--- src/rtl/mrms_pkg.sv ---
// Package: shared constants, widths and state type for the RMS meter.
`timescale 1ns / 1ps
`default_nettype none
package mrms_pkg;
    localparam int CHANNELS_DEF = 18;
    localparam int CH_W         = 5;
    localparam int RAW_W        = 12;
    localparam int SUM_W        = 32;
    localparam int SQ_W         = 23;
    localparam int GAIN_W       = 24;
    localparam int WIN_W        = 10;
    localparam int RMS_W        = 16;
    localparam int DVD_W        = 44;
    localparam int DVS_W        = 10;
    localparam int MEAN_W       = 40;
    localparam int ROOT_W       = 20;
    localparam int SREM_W       = 22;
    localparam int STEP_W       = 6;
    localparam int DIV_STEPS    = 44;
    localparam int SQRT_STEPS   = 20;

    // 40960000 = 625 << 16: shift off 16 bits, then multiply by 2^36/625 rounded up
    localparam int SCALE_SH     = 16;
    localparam int QX_W         = 26;
    localparam int RCP_W        = 27;
    localparam int RCP_SH       = 36;
    localparam int QM_W         = 53;

    localparam logic [RAW_W-1:0]  MIDSCALE  = 12'd2048;
    // shifted product at or above 625 * 65536 gives a quotient beyond 16 bits
    localparam logic [QX_W-1:0]   SAT_LIM   = 26'd40960000;
    localparam logic [RCP_W-1:0]  RCP_625   = 27'd109951163;
    localparam logic [GAIN_W-1:0] GAIN_RST  = 24'd256;
    localparam logic [WIN_W-1:0]  WIN_RST   = 10'd100;

    localparam logic REG_GAIN = 1'b0;
    localparam logic REG_WIN  = 1'b1;

    typedef enum logic [3:0] {
        S_IDLE,
        S_ACC,
        S_RD,
        S_LOAD,
        S_DIV1,
        S_SQI,
        S_SQRT,
        S_MUL,
        S_SAT,
        S_OUT
    } t_state;
endpackage
`default_nettype wire

--- src/rtl/mrms_ram.sv ---
// Generic single-port-write, registered-read RAM.
`timescale 1ns / 1ps
`default_nettype none
module mrms_ram #(
    parameter int WIDTH = 32,
    parameter int DEPTH = 18,
    parameter int AW    = (DEPTH > 1) ? $clog2(DEPTH) : 1
) (
    input  wire logic             i_clk,
    input  wire logic             i_we,
    input  wire logic [AW-1:0]    i_waddr,
    input  wire logic [WIDTH-1:0] i_wdata,
    input  wire logic [AW-1:0]    i_raddr,
    output logic      [WIDTH-1:0] o_rdata
);
    logic [WIDTH-1:0] r_mem [DEPTH];

    always_ff @(posedge i_clk) begin
        if (i_we) begin
            r_mem[i_waddr] <= i_wdata;
        end
        o_rdata <= r_mem[i_raddr];
    end
endmodule
`default_nettype wire

--- src/rtl/multichannel_rms_meter.sv ---
// Top level: per-channel sum of squares with windowed RMS readout.
//
//  channel  | dir | handshake             | payload
//  s stream | in  | i_s_tvalid/o_s_tready | tdata raw sample, tuser channel, tlast frame end
//  m stream | out | o_m_tvalid/i_m_tready | tdata rms value, tuser channel, tlast window end
//  cfg      | in  | i_cfg_valid/o_cfg_ready | index 0 gain, 1 window
//
// A sample is accepted with a RAM read, then goes to add-and-write-back.
// A closing window emits one item per channel, computed by the 44-step divider
// by the window and the 20-step square root; the scale by 40960000 is a shift
// and a reciprocal multiply.
// Reset clears valid bits and frame count, sets register defaults; the RAM itself is not swept.
// Input stays not ready while a window is being read out; a stalled output holds.
`timescale 1ns / 1ps
`default_nettype none
module multichannel_rms_meter #(
    parameter int CHANNELS = mrms_pkg::CHANNELS_DEF
) (
    input  wire logic        i_clk,
    input  wire logic        i_rst_n,
    input  wire logic        i_s_tvalid,
    output logic             o_s_tready,
    input  wire logic [15:0] i_s_tdata,   // [11:0] raw_sample
    input  wire logic [4:0]  i_s_tuser,   // [4:0] channel_index
    input  wire logic        i_s_tlast,
    output logic             o_m_tvalid,
    input  wire logic        i_m_tready,
    output logic      [15:0] o_m_tdata,   // [15:0] rms_current
    output logic      [4:0]  o_m_tuser,   // [4:0] out_channel
    output logic             o_m_tlast,
    input  wire logic        i_cfg_valid,
    output logic             o_cfg_ready,
    input  wire logic        i_cfg_index,
    input  wire logic [23:0] i_cfg_data
);
    localparam int AW = (CHANNELS > 1) ? $clog2(CHANNELS) : 1;

    mrms_pkg::t_state r_state, n_state;

    logic [mrms_pkg::GAIN_W-1:0] r_gain;
    logic [mrms_pkg::WIN_W-1:0]  r_win_cfg;
    logic [mrms_pkg::WIN_W-1:0]  r_fcnt;
    logic [mrms_pkg::WIN_W-1:0]  win;
    logic [mrms_pkg::WIN_W-1:0]  fcnt_inc;
    logic                        r_fin;
    logic [CHANNELS-1:0]         r_vld;
    logic [AW-1:0]               r_addr;
    logic                        r_inr;
    logic [mrms_pkg::SQ_W-1:0]   r_sq;
    logic [AW-1:0]               r_cidx;
    logic [mrms_pkg::STEP_W-1:0] r_step;
    logic [mrms_pkg::DVD_W-1:0]  r_quo;
    logic [mrms_pkg::DVS_W-1:0]  r_rem;
    logic [mrms_pkg::DVS_W-1:0]  r_dvs;
    logic [mrms_pkg::MEAN_W-1:0] r_sqv;
    logic [mrms_pkg::ROOT_W-1:0] r_root;
    logic [mrms_pkg::SREM_W-1:0] r_srem;
    logic [mrms_pkg::RMS_W-1:0]  r_res;

    logic                        s_acc;
    logic                        m_acc;
    logic [mrms_pkg::RAW_W-1:0]  raw;
    logic [mrms_pkg::RAW_W-1:0]  mag;
    logic                        ch_inr;
    logic [AW-1:0]               raddr;
    logic [mrms_pkg::SUM_W-1:0]  rdata;
    logic [mrms_pkg::SUM_W-1:0]  old_sum;
    logic [mrms_pkg::SUM_W:0]    add_sum;
    logic [mrms_pkg::SUM_W-1:0]  new_sum;
    logic                        we;
    logic                        div_last;
    logic                        sqrt_last;
    logic                        ch_last;
    logic                        win_close;
    logic [mrms_pkg::DVS_W:0]    rem_sh;
    logic [mrms_pkg::DVS_W:0]    rem_sub;
    logic                        rem_ge;
    logic [mrms_pkg::SREM_W+1:0] srem_sh;
    logic [mrms_pkg::SREM_W+1:0] trial;
    logic [mrms_pkg::SREM_W+1:0] srem_sub;
    logic                        srem_ge;
    logic                        qx_sat;
    logic [mrms_pkg::QM_W-1:0]   qmul;

    assign o_cfg_ready = 1'b1;
    assign raw      = i_s_tdata[mrms_pkg::RAW_W-1:0];
    assign mag      = (raw >= mrms_pkg::MIDSCALE) ? raw - mrms_pkg::MIDSCALE
                                                  : mrms_pkg::MIDSCALE - raw;
    assign ch_inr   = 32'(i_s_tuser) < CHANNELS;
    assign win      = (r_win_cfg == '0) ? mrms_pkg::WIN_W'(1) : r_win_cfg;
    assign fcnt_inc = r_fcnt + mrms_pkg::WIN_W'(1);
    assign win_close = i_s_tlast && (fcnt_inc >= win);
    assign s_acc    = i_s_tvalid && o_s_tready;
    assign m_acc    = o_m_tvalid && i_m_tready;
    assign raddr    = (r_state == mrms_pkg::S_IDLE) ? i_s_tuser[AW-1:0] : r_cidx;

    // entries not written since the last window close read as zero
    assign old_sum  = r_vld[r_addr] ? rdata : '0;
    assign add_sum  = {1'b0, old_sum} + (mrms_pkg::SUM_W+1)'(r_sq);
    assign new_sum  = add_sum[mrms_pkg::SUM_W] ? '1 : add_sum[mrms_pkg::SUM_W-1:0];
    assign we       = (r_state == mrms_pkg::S_ACC) && r_inr;

    assign div_last  = 32'(r_step) == mrms_pkg::DIV_STEPS - 1;
    assign sqrt_last = 32'(r_step) == mrms_pkg::SQRT_STEPS - 1;
    assign ch_last   = 32'(r_cidx) == CHANNELS - 1;

    // restoring divider step
    assign rem_sh  = {r_rem, r_quo[mrms_pkg::DVD_W-1]};
    assign rem_sub = rem_sh - {1'b0, r_dvs};
    assign rem_ge  = rem_sh >= {1'b0, r_dvs};

    // square root digit step
    assign srem_sh  = {r_srem, r_sqv[mrms_pkg::MEAN_W-1 -: 2]};
    assign trial    = {2'b00, r_root, 2'b01};
    assign srem_sub = srem_sh - trial;
    assign srem_ge  = srem_sh >= trial;

    // divide by 40960000: drop 16 bits, then divide by 625 via reciprocal
    assign qx_sat = (|r_quo[mrms_pkg::DVD_W-1:mrms_pkg::SCALE_SH+mrms_pkg::QX_W])
                    || (r_quo[mrms_pkg::SCALE_SH +: mrms_pkg::QX_W] >= mrms_pkg::SAT_LIM);
    assign qmul   = mrms_pkg::QM_W'(r_quo[mrms_pkg::SCALE_SH +: mrms_pkg::QX_W])
                    * mrms_pkg::QM_W'(mrms_pkg::RCP_625);

    mrms_ram #(
        .WIDTH (mrms_pkg::SUM_W),
        .DEPTH (CHANNELS),
        .AW    (AW)
    ) u_ram (
        .i_clk   (i_clk),
        .i_we    (we),
        .i_waddr (r_addr),
        .i_wdata (new_sum),
        .i_raddr (raddr),
        .o_rdata (rdata)
    );

    always_comb begin
        n_state = r_state;
        case (r_state)
            mrms_pkg::S_IDLE: if (s_acc) n_state = mrms_pkg::S_ACC;
            mrms_pkg::S_ACC:  n_state = r_fin ? mrms_pkg::S_RD : mrms_pkg::S_IDLE;
            mrms_pkg::S_RD:   n_state = mrms_pkg::S_LOAD;
            mrms_pkg::S_LOAD: n_state = mrms_pkg::S_DIV1;
            mrms_pkg::S_DIV1: if (div_last) n_state = mrms_pkg::S_SQI;
            mrms_pkg::S_SQI:  n_state = mrms_pkg::S_SQRT;
            mrms_pkg::S_SQRT: if (sqrt_last) n_state = mrms_pkg::S_MUL;
            mrms_pkg::S_MUL:  n_state = mrms_pkg::S_SAT;
            mrms_pkg::S_SAT:  n_state = mrms_pkg::S_OUT;
            mrms_pkg::S_OUT: begin
                if (m_acc) n_state = ch_last ? mrms_pkg::S_IDLE : mrms_pkg::S_RD;
            end
            default:          n_state = mrms_pkg::S_IDLE;
        endcase
    end

    always_comb begin
        o_s_tready = r_state == mrms_pkg::S_IDLE;
        o_m_tvalid = r_state == mrms_pkg::S_OUT;
        o_m_tdata  = r_res;
        o_m_tuser  = mrms_pkg::CH_W'(r_cidx);
        o_m_tlast  = ch_last;
    end

    always_ff @(posedge i_clk) begin
        if (!i_rst_n) begin
            r_state   <= mrms_pkg::S_IDLE;
            r_gain    <= mrms_pkg::GAIN_RST;
            r_win_cfg <= mrms_pkg::WIN_RST;
            r_fcnt    <= '0;
            r_fin     <= 1'b0;
            r_vld     <= '0;
            r_cidx    <= '0;
            r_step    <= '0;
        end else begin
            r_state <= n_state;
            if (i_cfg_valid) begin
                case (i_cfg_index)
                    mrms_pkg::REG_GAIN: r_gain    <= i_cfg_data;
                    mrms_pkg::REG_WIN:  r_win_cfg <= i_cfg_data[mrms_pkg::WIN_W-1:0];
                    default: ;
                endcase
            end
            if (we) begin
                r_vld[r_addr] <= 1'b1;
            end
            case (r_state)
                mrms_pkg::S_IDLE: begin
                    if (s_acc) begin
                        r_fin  <= win_close;
                        r_cidx <= '0;
                        if (i_s_tlast) begin
                            r_fcnt <= win_close ? '0 : fcnt_inc;
                        end
                    end
                end
                mrms_pkg::S_LOAD, mrms_pkg::S_SQI: r_step <= '0;
                mrms_pkg::S_DIV1, mrms_pkg::S_SQRT: begin
                    r_step <= r_step + mrms_pkg::STEP_W'(1);
                end
                mrms_pkg::S_OUT: begin
                    if (m_acc) begin
                        if (ch_last) begin
                            r_vld <= '0;
                        end else begin
                            r_cidx <= r_cidx + AW'(1);
                        end
                    end
                end
                default: ;
            endcase
        end
    end

    // datapath registers, no reset
    always_ff @(posedge i_clk) begin
        case (r_state)
            mrms_pkg::S_IDLE: begin
                r_addr <= i_s_tuser[AW-1:0];
                r_inr  <= ch_inr;
                r_sq   <= mrms_pkg::SQ_W'({11'b0, mag} * {11'b0, mag});
            end
            mrms_pkg::S_LOAD: begin
                r_quo <= {4'b0, (r_vld[r_cidx] ? rdata : {mrms_pkg::SUM_W{1'b0}}), 8'b0};
                r_rem <= '0;
                r_dvs <= mrms_pkg::DVS_W'(win);
            end
            mrms_pkg::S_DIV1: begin
                r_quo <= {r_quo[mrms_pkg::DVD_W-2:0], rem_ge};
                r_rem <= rem_ge ? rem_sub[mrms_pkg::DVS_W-1:0]
                                : rem_sh[mrms_pkg::DVS_W-1:0];
            end
            mrms_pkg::S_SQI: begin
                r_sqv  <= r_quo[mrms_pkg::MEAN_W-1:0];
                r_root <= '0;
                r_srem <= '0;
            end
            mrms_pkg::S_SQRT: begin
                r_sqv  <= {r_sqv[mrms_pkg::MEAN_W-3:0], 2'b00};
                r_root <= {r_root[mrms_pkg::ROOT_W-2:0], srem_ge};
                r_srem <= srem_ge ? srem_sub[mrms_pkg::SREM_W-1:0]
                                  : srem_sh[mrms_pkg::SREM_W-1:0];
            end
            mrms_pkg::S_MUL: begin
                r_quo <= {24'b0, r_root} * {20'b0, r_gain};
            end
            mrms_pkg::S_SAT: begin
                r_res <= qx_sat ? '1 : qmul[mrms_pkg::RCP_SH +: mrms_pkg::RMS_W];
            end
            default: ;
        endcase
    end
endmodule
`default_nettype wire

--- config.mk ---
export PLATFORM = sky130hd
export DESIGN_NAME = multichannel_rms_meter
export DESIGN_NICKNAME = d
export VERILOG_FILES = /design/src/rtl/mrms_pkg.sv /design/src/rtl/mrms_ram.sv /design/src/rtl/multichannel_rms_meter.sv
export SDC_FILE = /design/constraint.sdc
export NUM_CORES = 2
export LEC_CHECK = 0
export BUFFER_PORTS_ARGS = -buffer_cell sky130_fd_sc_hd__buf_2
export CAP_MARGIN = 20
export CORE_AREA = 2 2 482 484
export DETAILED_ROUTE_END_ITERATION = 8
export DIE_AREA = 0 0 484 486
export PLACE_DENSITY_LB_ADDON = 0.15
export SYNTH_ARGS = -nofsm -noshare
export SYNTH_HDL_FRONTEND = slang
export SYNTH_SLANG_ARGS = --single-unit
export TNS_END_PERCENT = 50
--- constraint.sdc ---
create_clock -name i_clk -period 6.33 [get_ports i_clk]
set_input_delay 0.3165 -clock i_clk [delete_from_list [all_inputs] [get_ports i_clk]]
set_output_delay 0.3165 -clock i_clk [all_outputs]
set_load 0.005 [all_outputs]
==> impl_metrics.yaml <==
yosys:
  synth_async_sr_flop_share_pct: 0
  synth.avg_cell_area_um2: 11.59
  synth-seq-cells: 876
  syn_inst: 5924
  synth_top_flop_cell: "edfxtp_1"
  count_of_flip_flops_with_a_built_in_enable_after_synthesis: 766
  synth_sequential_area_ratio_pct: 36.71
  ys_types: 88
  synth-warning-count: 0
  synth.cell_area_um2: 68650
final_layout:
  num-fill-cells: 22700
  final_cell_mix: "inv_1, edfxtp_1, fa_1, buf_4, nand2_1"
  layout.cells.non_filler: 9726
  fin_util_pct: 36.32
  area_growth_pct: 21.39
  layout_commonest_cell: "inv_1"
  final_layout_size_suffix_gt1_share_pct: 21.46
  area_taken_by_flip_flops_and_latches_um2: 25210
  multi_input_comb_area_um2: 40280
  num-nets-final: 7976
floorplan:
  placeableCoreArea_um2: 229500
  placementRows: 176
  start_util_pct: 29.92
  floorplan.die.height_um: 486
  boundaryPins: 77
  floorplan_die_area_um2: 235200
  fp.dieW_um: 484
pwr:
  internal_cell_power_mw: 19.54
  power-per-cell-area_nw_per_um2: 389.4
  share_seq_of_total_power_pct: 22.1
  leakage_nw: 36.38
  report.power.total_mw: 32.45
  maximum_vdd_drop_mv: 0.7388
  power.combinational.fraction_pct: 59.3
  sw_frac_of_total_pct: 39.77
  clock_power_share_pct: 18.6
  netSwitchingPower_mw: 12.91
placed_design:
  placed_cells_incl_taps: 9440
  port_buffers: 71
  globalplace.congestion: 0.8937
  detailedPlacementHpwl_mm: 153.7
cts:
  root_buffer: "clkbuf_16"
  clock_tree_buffer_depth: 3
  cts.clk_slew.worst_paths_ps: 60
  cts_made_buffers: 98
  clock_sink_count: 876
  clock_tree_from_tritoncts: "yes"
  clkLatencyLatePin_ps: 760
  htree_levels: 3
status:
  violations_in_the_final_reports: "negative setup slack"
  status: "complete, but fails checks"
routing:
  route.detailed.wl_per_inst_um: 20.57
  vias: 44680
  number_of_routed_nets_with_antenna_violations: 0
  drt-vias-per-instance: 4.594
  routed_wirelength_mm: 200.1
  drtIter0Drc: 2416
  detailed_router_iteration_count_before_antenna_repair: 5
  drc_errors: 0
setup_path:
  worst_path_required_ps: 6770
  timing_worst_setup_path_type: "reg -> reg"
  cp-end-kind: "flop"
  crit_fanout: 8
  worst-endpoint-arrival_ps: 7300
  setup.worst_path.start_class: "flop"
global_route:
  number_of_antenna_violations_at_the_first_check_in_global_routing: 6
  grt-ovfl-total: 0
  globalRouteMet3Util_pct: 1.842
  grt_max_degree: 83
  met1_track_utilization_from_global_routing_pct: 24.04
  grt_first_pass_wirelength_mm: 305.4
  number_of_global_route_vias_before_repair: 48030
  gr-max-usage-layer: "met2"
  grt_util_all_layers_pct: 17.07
  use_met2_pct: 28.84
timing:
  final.period_utilization_pct: 108.4
  final.setup.tns_ps: -13660
  timing.final.ws_setup_ps: -531.3
  maxClockFrequency_mhz: 145.7
  final-hold-violation-count: 0
  grt_setup_unrepaired: "true"
  min_period_ps: 6861
  setup_viol_count_final: 40
  actual_slew_at_the_worst_max_slew_pin_ps: 1046
  slew-limit-headroom_pct: 30.10
  hold_slack_ps: 136.8
  timing.clock.skew_ps: 90.64
  slew_violations: 0
min_path:
  hp-class: "in -> reg"
job:
  drv_cap: 0
per-layer routing:
layer  part of all wire [%]  up-vias
li1                       -    20910
met1                     47    22980
met4                    1.4        0
met3                    3.2      153
met2                     48      638
met5                      0        -
synth_stat cells (73+ instances only):
| cell | count | area share (%) |
|---|---|---|
| dfxtp_1 | 110 | 3.2 |
| edfxtp_1 | 766 | 34 |
| xnor2_1 | 96 | 1.2 |
| mux2i_1 | 73 | 1.1 |
| o21ai_0 | 142 | 1.0 |
| nand2_1 | 590 | 3.2 |
| clkbuf_1 | 194 | 1.1 |
| inv_1 | 1098 | 6.0 |
| and2_1 | 256 | 2.3 |
| fa_1 | 772 | 23 |
| a21oi_1 | 167 | 1.2 |
| a21o_1 | 77 | 0.84 |
| mux4_2 | 134 | 4.4 |
| nor2_1 | 216 | 1.2 |
| ha_1 | 542 | 9.9 |
kinds of logic after synthesis:
group,after synthesis,share of synthesized area [%]
adders and majority gates,1314,32.39
and+or+nand+nor,1367,9.442
other,2,0.01094
muxes,247,6.116
AOI/OAI and AO/OA,629,5.994
buffers and inverters,1335,7.372
DFF,876,36.71
xor gates and xnor gates,154,1.965
path summary, 6_finish.rpt:
path | slack [ps] | cells past startpoint | start | end
max | -530 | 25 | r_root[5] | r_quo[42]
min reg2reg | 450 | 0 | r_win_cfg[5] | r_dvs[5]
min | 140 | 4 | i_cfg_index | r_win_cfg[3]
max reg2reg | -530 | 25 | r_root[5] | r_quo[42]
what timing repair did:
item / in CTS / in global routing
pin swaps: 99 / 163
setup endpoints to repair: 46 / 70
gates resized for setup: 165 / 186
hold buffers: 33 / 0
buffers inserted: 42 / 28
hold endpoints to repair: 43 / 0
metrics by stage:
stage	cell area, µm²	setup slack [ps]
3_3_place_gp	77500	-926.9
6_report	83340	-531.3
3_5_place_dp	77500	-914.4
4_1_cts	82350	-589.7
5_1_grt	83330	-752.1
2_1_floorplan	68900	-166.4
critical path, stage by stage, from the launching register on:
cell and delay, ps:
edfxtp_1 430, buf_12 170, and2_4 150, fa_1 550
inv_2 40, fa_2 520, fa_1 430, fa_1 520
inv_2 40, fa_1 480, fa_2 600, inv_2 50
fa_1 520, inv_2 50, ha_4 250, buf_6 120
a21oi_2 100, o21ai_1 70, a221o_1 390, a31o_4 280
a21oi_4 200, o21ai_4 100, o221ai_4 220, o21ai_2 100
xnor2_1 140, o21ai_1 70
power groups by stage:
stage          logic [mW]  clock network, mW  registers, mW
4_1_cts              18.8               6.22           7.18
3_5_place_dp         16.5                  0           7.30
3_3_place_gp         16.6                  0           7.30
6_report             19.2               6.04           7.18
5_1_grt              21.1               6.43           7.19
2_1_floorplan        8.72                  0           7.18
flip-flops by register name, summed over array words and instances, names as in the netlist, 16 cells and up:
| name | cells |
|---|---|
| r_quo | 44 |
| r_srem | 22 |
| u_ram.r_mem | 576 |
| u_ram.o_rdata | 32 |
| r_sqv | 40 |
| r_vld | 18 |
| r_root | 20 |
| o_m_tdata | 16 |
| r_gain | 24 |
| r_sq | 22 |
layout make-up:
type | count | share of cell area (%)
antenna | 4 | 0.01201
clock buffer | 126 | 3.141
clock inverter | 60 | 0.9638
inverter | 1100 | 4.963
multi-input combinational | 3719 | 48.34
sequential | 876 | 30.25
tap | 3026 | 4.543
timing repair buffer | 815 | 7.792
Note: power is estimated with default switching activity, not from simulation.
